[src/design/cdds_pkg.sv]
// Shared widths, constants, reciprocal multipliers and stage structs for the date shifter.
package cdds_pkg;

  localparam int YEAR_W  = 15;
  localparam int MONTH_W = 4;
  localparam int DAY_W   = 5;
  localparam int BACK_W  = 20;
  localparam int JDN_W   = 23;

  localparam int IDX_W   = 5;
  localparam int OFS_W   = 9;

  // forward conversion
  localparam int DAYS_4YR        = 1461;
  localparam int A_PROD_W        = 26;
  localparam int A_W             = A_PROD_W - 2;
  localparam int N_W             = A_W + 1;
  localparam int SH_W            = N_W + 1;
  localparam int FWD_BASE        = 1720995;
  localparam int GREG_IN_LIMIT   = 2299171;
  localparam int CORR_W          = 9;
  localparam int LATE_MONTH_ADD  = 1;
  localparam int EARLY_MONTH_ADD = 13;
  localparam int FEB             = 2;

  localparam int CENT_DIV    = 100;
  localparam int CENT_SHIFT  = 21;
  localparam int CENT_MUL_W  = 15;
  localparam int CENT_W      = 8;
  localparam int CENT_PROD_W = (YEAR_W - 1) + CENT_MUL_W;
  localparam logic [CENT_MUL_W-1:0] CENT_MUL =
    CENT_MUL_W'(((64'd1 << CENT_SHIFT) + 64'(CENT_DIV) - 64'd1) / 64'(CENT_DIV));

  // day number back to date
  localparam int GREG_OUT_LIMIT = 2299160;
  localparam int ALPHA_BASE     = 1867216;
  localparam int X_W            = JDN_W + 2;
  localparam int ALPHA_DIV      = 146097;
  localparam int ALPHA_SHIFT    = 43;
  localparam int ALPHA_MUL_W    = 26;
  localparam int ALPHA_W        = 8;
  localparam int APROD_W        = X_W + ALPHA_MUL_W;
  localparam logic [ALPHA_MUL_W-1:0] ALPHA_MUL =
    ALPHA_MUL_W'(((64'd1 << ALPHA_SHIFT) + 64'(ALPHA_DIV) - 64'd1) / 64'(ALPHA_DIV));

  localparam int JB_OFFSET = 1524;
  localparam int JC_OFFSET = 2442;
  localparam int NUM_W     = 28;
  localparam int JC_DIV    = 7305;
  localparam int JC_SHIFT  = 41;
  localparam int JC_MUL_W  = 29;
  localparam int JC_W      = 16;
  localparam int JPROD_W   = NUM_W + JC_MUL_W;
  localparam logic [JC_MUL_W-1:0] JC_MUL =
    JC_MUL_W'(((64'd1 << JC_SHIFT) + 64'(JC_DIV) - 64'd1) / 64'(JC_DIV));

  localparam int DAYS_YEAR = 365;
  localparam int JD_W      = JDN_W + 2;
  localparam int T_W       = 9;
  localparam int JE_NUM    = 10000;
  localparam int JE_DEN    = 306001;
  localparam int JE_SHIFT  = 28;
  localparam int JE_MUL_W  = 24;
  localparam int JE_W      = 5;
  localparam int EPROD_W   = T_W + JE_MUL_W;
  localparam logic [JE_MUL_W-1:0] JE_MUL =
    JE_MUL_W'(((64'(JE_NUM) << JE_SHIFT) + 64'(JE_DEN) - 64'd1) / 64'(JE_DEN));

  localparam int MONTHS_YEAR = 12;
  localparam int YEAR_BASE   = 4715;
  localparam int YR_W        = JC_W + 1;

  typedef struct packed {
    logic             valid;
    logic             uf;
    logic [JDN_W-1:0] num;
  } fwd_t;

  typedef struct packed {
    logic             valid;
    logic             uf;
    logic [JDN_W-1:0] num;
    logic [JDN_W-1:0] jb;
    logic [JC_W-1:0]  jc;
  } cyc_t;

  // floor(30.6001 * m)
  function automatic logic [OFS_W-1:0] month_offset(input logic [IDX_W-1:0] m);
    logic [OFS_W-1:0] r;
    unique case (m)
      5'd1:    r = 9'd30;
      5'd2:    r = 9'd61;
      5'd3:    r = 9'd91;
      5'd4:    r = 9'd122;
      5'd5:    r = 9'd153;
      5'd6:    r = 9'd183;
      5'd7:    r = 9'd214;
      5'd8:    r = 9'd244;
      5'd9:    r = 9'd275;
      5'd10:   r = 9'd306;
      5'd11:   r = 9'd336;
      5'd12:   r = 9'd367;
      5'd13:   r = 9'd397;
      5'd14:   r = 9'd428;
      5'd15:   r = 9'd459;
      5'd16:   r = 9'd489;
      default: r = 9'd0;
    endcase
    return r;
  endfunction

endpackage

[src/design/cdds_fwd.sv]
// Date to Julian day number with Gregorian correction, minus the day count (3 stages).
module cdds_fwd import cdds_pkg::*; (
  input  logic                     clk,
  input  logic                     rst_n,
  input  logic                     in_take,
  input  logic signed [YEAR_W-1:0] year,
  input  logic [MONTH_W-1:0]       month,
  input  logic [DAY_W-1:0]         day,
  input  logic [BACK_W-1:0]        back,
  output fwd_t                     fwd_o
);

  logic signed [YEAR_W-1:0] y_bc;
  logic signed [YEAR_W-1:0] y_q;
  logic                     m_late;
  logic [IDX_W-1:0]         m_q;
  logic [A_PROD_W-1:0]      a_prod;
  logic [CENT_PROD_W-1:0]   cent_prod;

  logic                  v1_r, v2_r, v3_r;
  logic [A_W-1:0]        a1_r;
  logic [OFS_W-1:0]      ofs1_r;
  logic [DAY_W-1:0]      day1_r;
  logic [CENT_W-1:0]     cent1_r;
  logic [BACK_W-1:0]     back1_r;

  logic signed [N_W-1:0] n_nxt, n2_r;
  logic [CORR_W-1:0]     corr_nxt, corr2_r;
  logic [BACK_W-1:0]     back2_r;

  logic                  ge;
  logic [SH_W-1:0]       sh_nxt;
  logic                  uf3_r;
  logic [JDN_W-1:0]      num3_r;

  function automatic logic signed [YEAR_W-1:0] y_bc_sel(input logic signed [YEAR_W-1:0] y);
    logic signed [YEAR_W-1:0] r;
    r = y[YEAR_W-1] ? y + YEAR_W'(1) : y;
    return r;
  endfunction

  always_comb begin
    y_bc      = y_bc_sel(year);
    m_late    = month > MONTH_W'(FEB);
    y_q       = m_late ? y_bc : y_bc - YEAR_W'(1);
    m_q       = m_late ? {1'b0, month} + IDX_W'(LATE_MONTH_ADD)
                       : {1'b0, month} + IDX_W'(EARLY_MONTH_ADD);
    a_prod    = {{(A_PROD_W-YEAR_W){y_q[YEAR_W-1]}}, y_q} * A_PROD_W'(DAYS_4YR);
    cent_prod = CENT_PROD_W'(y_q[YEAR_W-2:0]) * CENT_PROD_W'(CENT_MUL);
  end

  always_comb begin
    n_nxt    = {a1_r[A_W-1], a1_r} + N_W'(ofs1_r) + N_W'(day1_r) + N_W'(FWD_BASE);
    corr_nxt = CORR_W'(2) - CORR_W'(cent1_r) + CORR_W'(cent1_r >> 2);
  end

  always_comb begin
    ge     = !n2_r[N_W-1] && (n2_r[N_W-2:0] >= (N_W-1)'(GREG_IN_LIMIT));
    sh_nxt = {n2_r[N_W-1], n2_r}
           + (ge ? {{(SH_W-CORR_W){corr2_r[CORR_W-1]}}, corr2_r} : '0)
           - SH_W'(back2_r);
  end

  always_ff @(posedge clk) begin
    if (!rst_n) begin
      v1_r <= 1'b0;
      v2_r <= 1'b0;
      v3_r <= 1'b0;
    end else begin
      v1_r <= in_take;
      v2_r <= v1_r;
      v3_r <= v2_r;
    end
  end

  always_ff @(posedge clk) begin
    a1_r    <= a_prod[A_PROD_W-1:2];
    ofs1_r  <= month_offset(m_q);
    day1_r  <= day;
    cent1_r <= cent_prod[CENT_SHIFT +: CENT_W];
    back1_r <= back;
    n2_r    <= n_nxt;
    corr2_r <= corr_nxt;
    back2_r <= back1_r;
    uf3_r   <= sh_nxt[SH_W-1];
    num3_r  <= sh_nxt[JDN_W-1:0];
  end

  always_comb begin
    fwd_o.valid = v3_r;
    fwd_o.uf    = uf3_r;
    fwd_o.num   = num3_r;
  end

endmodule

[src/design/cdds_cyc.sv]
// Day number to Gregorian-corrected jb and year index jc (5 stages).
module cdds_cyc import cdds_pkg::*; (
  input  logic clk,
  input  logic rst_n,
  input  fwd_t fwd_i,
  output cyc_t cyc_o
);

  logic [X_W-1:0]       x_nxt;
  logic                 g_nxt;
  logic [APROD_W-1:0]   alpha_prod;
  logic [ALPHA_W-1:0]   jcorr;
  logic [JDN_W-1:0]     jb_nxt;
  logic [NUM_W-1:0]     jcn_nxt;
  logic [JPROD_W-1:0]   jc_prod;

  logic                 v1_r, v2_r, v3_r, v4_r, v5_r;
  logic                 uf1_r, uf2_r, uf3_r, uf4_r, uf5_r;
  logic [JDN_W-1:0]     num1_r, num2_r, num3_r, num4_r, num5_r;
  logic                 g1_r, g2_r;
  logic [X_W-1:0]       x1_r;
  logic [ALPHA_W-1:0]   alpha2_r;
  logic [JDN_W-1:0]     jb3_r, jb4_r, jb5_r;
  logic [NUM_W-1:0]     jcn4_r;
  logic [JC_W-1:0]      jc5_r;

  always_comb begin
    g_nxt      = fwd_i.num > JDN_W'(GREG_OUT_LIMIT);
    x_nxt      = {fwd_i.num, 2'b00} - X_W'(4 * ALPHA_BASE + 1);
    alpha_prod = APROD_W'(x1_r) * APROD_W'(ALPHA_MUL);
    jcorr      = ALPHA_W'(1) + alpha2_r - (alpha2_r >> 2);
    jb_nxt     = num2_r + JDN_W'(JB_OFFSET) + (g2_r ? JDN_W'(jcorr) : '0);
    jcn_nxt    = NUM_W'({jb3_r, 4'b0000}) + NUM_W'({jb3_r, 2'b00}) - NUM_W'(JC_OFFSET);
    jc_prod    = JPROD_W'(jcn4_r) * JPROD_W'(JC_MUL);
  end

  always_ff @(posedge clk) begin
    if (!rst_n) begin
      v1_r <= 1'b0;
      v2_r <= 1'b0;
      v3_r <= 1'b0;
      v4_r <= 1'b0;
      v5_r <= 1'b0;
    end else begin
      v1_r <= fwd_i.valid;
      v2_r <= v1_r;
      v3_r <= v2_r;
      v4_r <= v3_r;
      v5_r <= v4_r;
    end
  end

  always_ff @(posedge clk) begin
    uf1_r    <= fwd_i.uf;
    num1_r   <= fwd_i.num;
    g1_r     <= g_nxt;
    x1_r     <= x_nxt;
    uf2_r    <= uf1_r;
    num2_r   <= num1_r;
    g2_r     <= g1_r;
    alpha2_r <= alpha_prod[ALPHA_SHIFT +: ALPHA_W];
    uf3_r    <= uf2_r;
    num3_r   <= num2_r;
    jb3_r    <= jb_nxt;
    uf4_r    <= uf3_r;
    num4_r   <= num3_r;
    jb4_r    <= jb3_r;
    jcn4_r   <= jcn_nxt;
    uf5_r    <= uf4_r;
    num5_r   <= num4_r;
    jb5_r    <= jb4_r;
    jc5_r    <= jc_prod[JC_SHIFT +: JC_W];
  end

  always_comb begin
    cyc_o.valid = v5_r;
    cyc_o.uf    = uf5_r;
    cyc_o.num   = num5_r;
    cyc_o.jb    = jb5_r;
    cyc_o.jc    = jc5_r;
  end

endmodule

[src/design/cdds_ymd.sv]
// jb/jc to year, month and day, result registers with underflow zeroing (4 stages).
module cdds_ymd import cdds_pkg::*; (
  input  logic                     clk,
  input  logic                     rst_n,
  input  cyc_t                     cyc_i,
  output logic                     out_valid,
  output logic signed [YEAR_W-1:0] out_year,
  output logic [MONTH_W-1:0]       out_month,
  output logic [DAY_W-1:0]         out_day,
  output logic [JDN_W-1:0]         out_num,
  output logic                     out_uf
);

  logic [JD_W-1:0]        jd_full;
  logic [JDN_W-1:0]       t_diff;
  logic signed [YR_W-1:0] ybase_nxt;
  logic [EPROD_W-1:0]     je_prod;
  logic [IDX_W-1:0]       mon0;
  logic [IDX_W-1:0]       mon;
  logic [OFS_W-1:0]       day_full;
  logic signed [YR_W-1:0] yr0;
  logic signed [YR_W-1:0] yr;

  logic                   v1_r, v2_r, v3_r, v4_r;
  logic                   uf1_r, uf2_r, uf3_r;
  logic [JDN_W-1:0]       num1_r, num2_r, num3_r;
  logic [JDN_W-1:0]       jb1_r, jd1_r;
  logic [JC_W-1:0]        jc1_r;
  logic [T_W-1:0]         t2_r, t3_r;
  logic signed [YR_W-1:0] ybase2_r, ybase3_r;
  logic [JE_W-1:0]        je3_r;

  logic signed [YEAR_W-1:0] year4_r;
  logic [MONTH_W-1:0]       month4_r;
  logic [DAY_W-1:0]         day4_r;
  logic [JDN_W-1:0]         num4_r;
  logic                     uf4_r;

  always_comb begin
    jd_full   = JD_W'(cyc_i.jc) * JD_W'(DAYS_YEAR) + JD_W'(cyc_i.jc >> 2);
    t_diff    = jb1_r - jd1_r;
    ybase_nxt = YR_W'(jc1_r) - YR_W'(YEAR_BASE);
    je_prod   = EPROD_W'(t2_r) * EPROD_W'(JE_MUL);
    mon0      = je3_r - IDX_W'(1);
    mon       = (mon0 > IDX_W'(MONTHS_YEAR)) ? mon0 - IDX_W'(MONTHS_YEAR) : mon0;
    day_full  = t3_r - month_offset(je3_r);
    yr0       = (mon > IDX_W'(FEB)) ? ybase3_r - YR_W'(1) : ybase3_r;
    yr        = (yr0[YR_W-1] || yr0 == '0) ? yr0 - YR_W'(1) : yr0;
  end

  always_ff @(posedge clk) begin
    if (!rst_n) begin
      v1_r <= 1'b0;
      v2_r <= 1'b0;
      v3_r <= 1'b0;
      v4_r <= 1'b0;
    end else begin
      v1_r <= cyc_i.valid;
      v2_r <= v1_r;
      v3_r <= v2_r;
      v4_r <= v3_r;
    end
  end

  always_ff @(posedge clk) begin
    uf1_r    <= cyc_i.uf;
    num1_r   <= cyc_i.num;
    jb1_r    <= cyc_i.jb;
    jc1_r    <= cyc_i.jc;
    jd1_r    <= jd_full[JDN_W-1:0];
    uf2_r    <= uf1_r;
    num2_r   <= num1_r;
    t2_r     <= t_diff[T_W-1:0];
    ybase2_r <= ybase_nxt;
    uf3_r    <= uf2_r;
    num3_r   <= num2_r;
    t3_r     <= t2_r;
    ybase3_r <= ybase2_r;
    je3_r    <= je_prod[JE_SHIFT +: JE_W];
    uf4_r    <= uf3_r;
    if (uf3_r) begin
      year4_r  <= '0;
      month4_r <= '0;
      day4_r   <= '0;
      num4_r   <= '0;
    end else begin
      year4_r  <= yr[YEAR_W-1:0];
      month4_r <= mon[MONTH_W-1:0];
      day4_r   <= day_full[DAY_W-1:0];
      num4_r   <= num3_r;
    end
  end

  assign out_valid = v4_r;
  assign out_year  = year4_r;
  assign out_month = month4_r;
  assign out_day   = day4_r;
  assign out_num   = num4_r;
  assign out_uf    = uf4_r;

endmodule

[src/design/calendar_date_day_shift.sv]
// Calendar date shifter: date minus day count, returned as date and Julian day number.
// Path: start is registered through the fwd, cyc and ymd stage registers to out_valid.
// Throughput: one word per cycle; busy never rises, set by the 12-stage register pipeline.
// Each result is shown for one cycle on out_valid; the receiver cannot stall.
// Reset (rst_n low, synchronous) clears all stage valid bits; words in flight are dropped.
module calendar_date_day_shift import cdds_pkg::*; (
  input  logic                     clk,
  input  logic                     rst_n,
  input  logic                     start,
  output logic                     busy,
  input  logic signed [YEAR_W-1:0] in_year_in,
  input  logic [MONTH_W-1:0]       in_month_in,
  input  logic [DAY_W-1:0]         in_day_in,
  input  logic [BACK_W-1:0]        in_days_back,
  output logic                     out_valid,
  output logic signed [YEAR_W-1:0] out_year_out,
  output logic [MONTH_W-1:0]       out_month_out,
  output logic [DAY_W-1:0]         out_day_out,
  output logic [JDN_W-1:0]         out_shifted_day_number,
  output logic                     out_underflow
);

  logic in_take;
  fwd_t fwd;
  cyc_t cyc;

  assign busy    = 1'b0;
  assign in_take = start & ~busy;

  cdds_fwd u_fwd (
    .clk     (clk),
    .rst_n   (rst_n),
    .in_take (in_take),
    .year    (in_year_in),
    .month   (in_month_in),
    .day     (in_day_in),
    .back    (in_days_back),
    .fwd_o   (fwd)
  );

  cdds_cyc u_cyc (
    .clk   (clk),
    .rst_n (rst_n),
    .fwd_i (fwd),
    .cyc_o (cyc)
  );

  cdds_ymd u_ymd (
    .clk       (clk),
    .rst_n     (rst_n),
    .cyc_i     (cyc),
    .out_valid (out_valid),
    .out_year  (out_year_out),
    .out_month (out_month_out),
    .out_day   (out_day_out),
    .out_num   (out_shifted_day_number),
    .out_uf    (out_underflow)
  );

endmodule
[config.mk]
export PLATFORM = sky130hd
export DESIGN_NAME = calendar_date_day_shift
export DESIGN_NICKNAME = d
export VERILOG_FILES = /design/src/design/cdds_pkg.sv /design/src/design/cdds_fwd.sv /design/src/design/cdds_cyc.sv /design/src/design/cdds_ymd.sv /design/src/design/calendar_date_day_shift.sv
export SDC_FILE = /design/constraint.sdc
export NUM_CORES = 2
export LEC_CHECK = 0
export ABC_AREA = 1
export BUFFER_PORTS_ARGS = -buffer_cell sky130_fd_sc_hd__buf_4
export CAP_MARGIN = 15
export CORE_ASPECT_RATIO = 1.5
export CORE_MARGIN = 8
export CORE_UTILIZATION = 49
export DETAILED_ROUTE_END_ITERATION = 10
export SYNTH_ARGS = -nofsm -noshare
export SYNTH_HDL_FRONTEND = slang
export SYNTH_SLANG_ARGS = --single-unit
[constraint.sdc]
create_clock -name clk -period 11.16 [get_ports clk]
set_input_delay 1.116 -clock clk [delete_from_list [all_inputs] [get_ports clk]]
set_output_delay 1.116 -clock clk [all_outputs]
set_load 0.1 [all_outputs]
# [After elaboration in Yosys (flattened, before gate mapping)]
# Memories as Yosys holds them, arrays and structs flattened. A register that Yosys moved wholly into a read port is not among the register bits.
# Cells that the tools add are included.
[totals] reg_bits=594 memories=2 ramBits=0 latchBits=0 mem_bits_ro=576 out_inout_bits=50
[op_classes] magnitude_cmp=5 mul=6 reduce_logical=4 addsub=26 n_mux=8 div=0 n_eq_ne=0 n_shift=0 bitwise_logic=0
[mem_list] memory="(no name shown)" depth=32 width=9 rd=1 rd_clocked_by_memory_dff=1 write_ports=0 line_no="cdds_pkg.sv:90" rtl="unique case (m)"
[mem_list] memory="(no name shown)" depth=32 width=9 rd=1 rd_clocked_by_memory_dff=1 write_ports=0 line_no="cdds_pkg.sv:90"
[ops] operator="$mul 28x28->56 const B" count=1
[ops] operator="$mul 25x24->49 const B" count=1
[ops] operator="$mux 15" count=3
[ops] operator="$mul 9x22->31 const B" count=1
[ops] operator="$sub 15x2->15 const B" count=2
[ops] operator="$add 27x25->28" count=1
[ops] operator="$sub 28x12->28 const B" count=1
[ops] operator="$mul 14x13->27 const B" count=1
[ops] operator="$add 26x26->26" count=1
[ops] operator="$mul 15x12->26 const B" count=1
[ops] operator="$mux 26" count=1
[ops] operator="$sub 26x20->26" count=1
[ops] operator="$add 24x10->25" count=1
[ops] operator="$add 25x21->25 const B" count=1
[ops] operator="$add 25x5->25" count=1
[ops] operator="$sub 25x23->25 const B" count=1
[ops] operator="$ge 24x22->1 const B" count=1
[ops] operator="$add 23x11->23 const B" count=1
[ops] operator="$add 23x23->23" count=1
[ops] operator="$gt 23x22->1 const B" count=1
[ops] operator="$logic_not 17->1" count=1
[ops] operator="$mux 17" count=1
[ops] operator="$sub 16x13->17 const B" count=1
[ops] operator="$sub 17x2->17 const B" count=1
[ops] operator="other kinds (21)" count=22

# [Longest topological paths before layout]
[logic_depth] word_depth=8 mapped_depth=34

# [Cells and area by module]
# A second synthesis with hierarchy kept.
[hier_totals] cells_unflattened=6999 hier_area_um2=60485.5
[modules_own_cells] module="cdds_cyc" cells_each=4040 area_each_um2=34916.0 n_inst=1 seq_area_each_um2=5385.2
[modules_own_cells] module="cdds_fwd" cells_each=1837 area_each_um2=15192.1 n_inst=1 seq_area_each_um2=2942.8
[modules_own_cells] module="cdds_ymd" cells_each=1120 area_each_um2=10366.2 n_inst=1 seq_area_each_um2=4324.1
[modules_own_cells] module="calendar_date_day_shift" cells_each=2 area_each_um2=11.3 n_inst=1 seq_area_each_um2=0.0

# [Worst setup path before layout]
# OpenSTA, ideal clock, no wires.
[synth_path] path_type="input to register" from="in in_year_in[0]" to="reg u_fwd.a1_r[21]" cell_stages=30 arrival_time_ns=7.113 path_buffers=0 setup_ns=0.072 slack_ns=3.975 cell_sequence="ha_1 > nand2_1 > nor2_1 > nand2_1 > xor2_1 > nand4_1 > nor2_1 > nand2_1 > nor2_1 > xor2_1 > inv_1 > ha_1 > inv_1 > fa_1 > inv_1 > fa_1 > fa_1 > inv_1 > fa_1 > inv_1 > ha_1 > nand2_1 > nor4_1 > a21oi_1 > o21ai_0 > nand3_1 > nand2_1 > nand3_1 > nand2_1 > xor2_1"
[synth_via] elab_chain_cells=5
[synth_lines] element="start, declared" line_no="calendar_date_day_shift.sv:11" rtl="input logic signed [YEAR_W-1:0] in_year_in,"
[synth_lines] element="$add 15x2->15" line_no="cdds_fwd.sv:38" rtl="r = y[YEAR_W-1] ? y + YEAR_W'(1) : y;"
[synth_lines] element="$mux 15 *" line_no="cdds_fwd.sv:38"
[synth_lines] element="$sub 15x2->15" line_no="cdds_fwd.sv:45" rtl="y_q = m_late ? y_bc : y_bc - YEAR_W'(1);"
[synth_lines] element="$mux 15 *" line_no="cdds_fwd.sv:45"
[synth_lines] element="$mul 15x12->26 *" line_no="cdds_fwd.sv:48" rtl="a_prod = {{(A_PROD_W-YEAR_W){y_q[YEAR_W-1]}}, y_q} * A_PROD_W'(DAYS_4YR);"
[synth_lines] element="net u_fwd.a_prod[23]" line_no="cdds_fwd.sv:17" rtl="logic [A_PROD_W-1:0] a_prod;"
[synth_lines] element="end signal, assigned" line_no="cdds_fwd.sv:77" rtl="a1_r <= a_prod[A_PROD_W-1:2];"
[synth_lines] element="end, declared" line_no="cdds_fwd.sv:21" rtl="logic [A_W-1:0] a1_r;"
# Mark *: on every way through the listed nets, which the timed path passes. The rest lies on a longest branch.
# A chain may end at the register's enable or synchronous reset.

# [Worst setup path after layout]
[layout_path] from="in in_month_in[0]" to="reg u_fwd.a1_r[21]"
[layout_via] elab_chain_cells=3
[layout_lines] element="start, declared" line_no="calendar_date_day_shift.sv:12" rtl="input logic [MONTH_W-1:0] in_month_in,"
[layout_lines] element="$gt 4x2->1" line_no="cdds_fwd.sv:44" rtl="m_late = month > MONTH_W'(FEB);"
[layout_lines] element="$mux 15" line_no="cdds_fwd.sv:45"
[layout_lines] element="$mul 15x12->26" line_no="cdds_fwd.sv:48"
[layout_lines] element="net u_fwd.a_prod[23]" line_no="cdds_fwd.sv:17"
# The timed path passes the listed nets, and every way through them passes these cells.

==> flow_results.xml <==
<?xml version="1.0" encoding="UTF-8"?>
<metrics>
  <group name="drt">
    <metric name="postRouteWirelength" unit="mm">143</metric>
    <metric name="viasPerCell" unit="">4.96</metric>
    <metric name="remaining_number_of_nets_flagged_by_the_antenna_check_after_routing" unit="">0</metric>
    <metric name="detailroute.via_count" unit="">38900</metric>
    <metric name="route.detailed.drc" unit="">0</metric>
    <metric name="first_pass_iters" unit="">7</metric>
    <metric name="drt_iter0_drc" unit="">1197</metric>
    <metric name="post_drt_wl_per_cell" unit="microns">18.3</metric>
  </group>
  <group name="critical_path">
    <metric name="crit_fanout" unit="">8</metric>
    <metric name="path_class" unit="">in2reg</metric>
    <metric name="cp_data_arrival_time" unit="ns">8.40</metric>
    <metric name="worstReg2RegEnd" unit="">u_cyc.jc5_r[11]$_DFF_P_</metric>
    <metric name="worst_ep_required_time" unit="ns">11.72</metric>
    <metric name="critPathMostFrequentCell" unit="">sky130_fd_sc_hd__inv_1</metric>
    <metric name="crit_slowest_cell" unit="">sky130_fd_sc_hd__xor2_1</metric>
    <metric name="endpoint" unit="">u_fwd.a1_r[21]$_DFF_P_</metric>
    <metric name="timing.critical_path.to_type" unit="">register</metric>
    <metric name="crit_path_max_incr_delay" unit="ns">0.63</metric>
    <metric name="start_kind" unit="">input pin</metric>
    <metric name="crit_start" unit="">in_month_in[0]</metric>
    <metric name="reg2reg_depth" unit="">18</metric>
    <metric name="critical_path.reg2reg.startpoint" unit="">u_cyc.jcn4_r[15]$_DFF_P_</metric>
    <metric name="regToRegSetupSlack" unit="ns">4.16</metric>
  </group>
  <group name="layout">
    <metric name="postLayoutCoreUtil" unit="%">53.6</metric>
    <metric name="stdcell_area" unit="sq mm">0.0613</metric>
    <metric name="post_route_cells_drive_above_1_share" unit="%">4.13</metric>
    <metric name="largest_register" unit="">u_cyc.jcn4_r</metric>
    <metric name="largest_register_ff_count" unit="">26</metric>
    <metric name="antenna-diode-count" unit="">0</metric>
    <metric name="area_growth_syn_to_layout" unit="%">8.52</metric>
    <metric name="layout.nets" unit="">8014</metric>
    <metric name="largest_registers" unit="">u_cyc.jcn4_r: 26 flops, u_fwd.n2_r: 25 flops, u_fwd.a1_r: 24 flops</metric>
  </group>
  <group name="run_status">
    <metric name="outcome" unit="">complete, no violations</metric>
  </group>
  <group name="synthesis">
    <metric name="synthFlopType" unit="">sky130_fd_sc_hd__dfxtp_1</metric>
    <metric name="ys.warnings.count" unit="">0</metric>
    <metric name="synth_largest_area_cell" unit="">sky130_fd_sc_hd__fa_1</metric>
    <metric name="postSynthAreaPerCell" unit="sq um">9.26</metric>
    <metric name="count_leader_synth" unit="">sky130_fd_sc_hd__inv_1</metric>
    <metric name="synth_common_cells" unit="">sky130_fd_sc_hd__inv_1 (1710), sky130_fd_sc_hd__ha_1 (959), sky130_fd_sc_hd__fa_1 (759)</metric>
    <metric name="post-synth-top-area-fraction" unit="%">26.9</metric>
    <metric name="ys_seq_elements" unit="">604</metric>
    <metric name="async_flop_share" unit="%">0</metric>
    <metric name="number_of_enable_flip_flop_cells_after_synthesis" unit="">0</metric>
    <metric name="synthesis.nets" unit="">7863</metric>
    <metric name="mappedNetlistArea" unit="sq mm">0.0565</metric>
    <metric name="synthesis.instances" unit="">6098</metric>
    <metric name="synth_area_leaders" unit="">sky130_fd_sc_hd__fa_1 (27%), sky130_fd_sc_hd__dfxtp_1 (21%), sky130_fd_sc_hd__ha_1 (21%)</metric>
    <metric name="post_synth_num_cell_types" unit="">52</metric>
    <metric name="synth-seq-area-share" unit="%">21.4</metric>
  </group>
  <group name="cts">
    <metric name="cts_tree" unit="">done</metric>
    <metric name="cts_resized" unit="">0</metric>
    <metric name="clock_root_buffer" unit="">sky130_fd_sc_hd__clkbuf_16</metric>
    <metric name="clk_latency" unit="ns">0.65</metric>
    <metric name="cts_buffers" unit="">61</metric>
    <metric name="post_cts_hold_buffer_count" unit="">0</metric>
    <metric name="cts_buffer_depth" unit="">3</metric>
    <metric name="tritoncts_num_sinks" unit="">604</metric>
    <metric name="post_cts.repair.setup_buffers" unit="">0</metric>
    <metric name="h-tree-depth" unit="">2</metric>
    <metric name="worst_setup_hold_path_clk_slew" unit="ns">0.06</metric>
  </group>
  <group name="sta">
    <metric name="transition_at_the_pin_with_the_smallest_max_transition_slack" unit="ns">0.961</metric>
    <metric name="clock.fmax" unit="MHz">128</metric>
    <metric name="setup-tns-final" unit="ns">0</metric>
    <metric name="final.min_clock_period" unit="ns">7.83</metric>
    <metric name="hold_viol_final" unit="">0</metric>
    <metric name="setup_repair_after_global_routing_missed_its_margin" unit="">no</metric>
    <metric name="finalMaxSlewViolations" unit="">0</metric>
    <metric name="timing.final.crit_share" unit="%">70.2</metric>
    <metric name="fin_hold_ws" unit="ns">0.304</metric>
    <metric name="setup_skew_after_layout" unit="ns">0.0332</metric>
    <metric name="finalSetupViolCount" unit="">0</metric>
    <metric name="relSlewSlack" unit="%">35.7</metric>
  </group>
  <group name="global_routing">
    <metric name="antenna_found_initial" unit="">1</metric>
    <metric name="grt_usage" unit="%">23.0</metric>
    <metric name="overall_overflow_remaining_after_global_route" unit="">0</metric>
    <metric name="grt_max_degree" unit="">39</metric>
    <metric name="first_global_vias" unit="">42600</metric>
    <metric name="grt_first_pass_wirelength" unit="mm">226</metric>
  </group>
  <group name="floorplan">
    <metric name="die-area" unit="sq mm">0.127</metric>
    <metric name="initial_util" unit="%">49.4</metric>
    <metric name="placementRows" unit="">152</metric>
    <metric name="die_w" unit="microns">293</metric>
    <metric name="top_level_ports" unit="">97</metric>
    <metric name="die-height" unit="microns">432</metric>
    <metric name="floorplan.core_area" unit="sq mm">0.114</metric>
  </group>
  <group name="place">
    <metric name="dpl_cell_area" unit="sq mm">0.0591</metric>
    <metric name="io_buffer_count" unit="">95</metric>
    <metric name="routability_cong" unit="">0.931</metric>
    <metric name="dp_hpwl" unit="mm">127</metric>
  </group>
  <group name="job">
    <metric name="drv_cap" unit="">0</metric>
  </group>
  <group name="worst_hold_path">
    <metric name="min_path_cells" unit="">0</metric>
    <metric name="hold_path.class" unit="">reg2reg</metric>
  </group>
</metrics>
[cell usage in the layout (no fill, tap or decap), types with 6 or more instances in the layout]
| cell | count |
|---|---|
| sky130_fd_sc_hd__a211oi_1 | 6 |
| sky130_fd_sc_hd__a21boi_0 | 6 |
| sky130_fd_sc_hd__a21o_1 | 20 |
| sky130_fd_sc_hd__a21oi_1 | 298 |
| sky130_fd_sc_hd__a31oi_1 | 42 |
| sky130_fd_sc_hd__buf_4 | 104 |
| sky130_fd_sc_hd__bufinv_16 | 8 |
| sky130_fd_sc_hd__clkbuf_16 | 61 |
| sky130_fd_sc_hd__clkbuf_8 | 10 |
| sky130_fd_sc_hd__clkinv_2 | 6 |
| sky130_fd_sc_hd__clkinvlp_4 | 9 |
| sky130_fd_sc_hd__dfxtp_1 | 604 |
| sky130_fd_sc_hd__fa_1 | 759 |
| sky130_fd_sc_hd__ha_1 | 959 |
| sky130_fd_sc_hd__inv_1 | 1710 |
| sky130_fd_sc_hd__inv_2 | 7 |
| sky130_fd_sc_hd__nand2_1 | 566 |
| sky130_fd_sc_hd__nand2_2 | 18 |
| sky130_fd_sc_hd__nand3_1 | 122 |
| sky130_fd_sc_hd__nand3b_1 | 6 |
| sky130_fd_sc_hd__nand4_1 | 47 |
| sky130_fd_sc_hd__nor2_1 | 301 |
| sky130_fd_sc_hd__nor2_2 | 7 |
| sky130_fd_sc_hd__nor3_1 | 56 |
| sky130_fd_sc_hd__nor4_1 | 21 |
| sky130_fd_sc_hd__o211ai_1 | 17 |
| sky130_fd_sc_hd__o21a_1 | 8 |
| sky130_fd_sc_hd__o21ai_0 | 181 |
| sky130_fd_sc_hd__o21bai_1 | 14 |
| sky130_fd_sc_hd__o31ai_1 | 11 |
| sky130_fd_sc_hd__xnor2_1 | 68 |
| sky130_fd_sc_hd__xor2_1 | 180 |
[logic make-up after synthesis]
kind of cell               synth area share, %
buffers and inverters                     11.6
xor gates and xnor gates                  3.88
other                                  0.00664
adders and majority gates                 48.2
DFF                                       21.4
AOI/OAI and AO/OA                         6.15
and+or+nand+nor                           8.77
[worst min-delay path by stage]
stage / endpoint / from / slack, ns
finish: u_cyc.num4_r[12]$_DFF_P_ / u_cyc.num3_r[12]$_DFF_P_ / 0.30
global route: u_cyc.num4_r[12]$_DFF_P_ / u_cyc.num3_r[12]$_DFF_P_ / 0.29
CTS: u_cyc.num4_r[12]$_DFF_P_ / u_cyc.num3_r[12]$_DFF_P_ / 0.29
detailed placement: u_cyc.num2_r[17]$_DFF_P_ / u_cyc.num1_r[17]$_DFF_P_ / 0.31
global placement: u_fwd.back2_r[12]$_DFF_P_ / u_fwd.back1_r[12]$_DFF_P_ / 0.31
floorplan: u_cyc.g2_r$_DFF_P_ / u_cyc.g1_r$_DFF_P_ / 0.31
[metal layers]
layer,up-vias,wire length [microns],global-route usage (%)
li1,19000,-,-
met3,400,3270,2.04
met2,735,81400,46.8
met1,18700,47300,21.4
met4,0,11200,14.7
met5,-,0,0
[cell type report]
type	instances	area, sq um
Inverter	1719	6450
Clock inverter	37	520
Fill cell	10600	53000
Sequential cell	604	12100
Tap cell	1540	1930
Multi-Input combinational cell	3759	37800
Timing Repair Buffer	104	781
Clock buffer	76	1680
[critical path, delay by kind of cell]
kind	cells	cell delay, ns
buffers and inverters	8	0.91
AOI/OAI and AO/OA	3	0.79
and+or+nand+nor	12	1.79
adders and majority gates	7	2.99
xor gates and xnor gates	2	0.79
[metrics by stage]
step / setup slack, ns / instances
floorplan: 3.98 / 6098
global placement: 2.81 / 7726
detailed placement: 2.69 / 7726
CTS: 3.33 / 7839
global route: 2.78 / 7839
finish: 3.33 / 7839
Power is left out: the tool's default activity adds up to more than one toggle a clock period on the data nets, which glitch-free logic cannot reach.
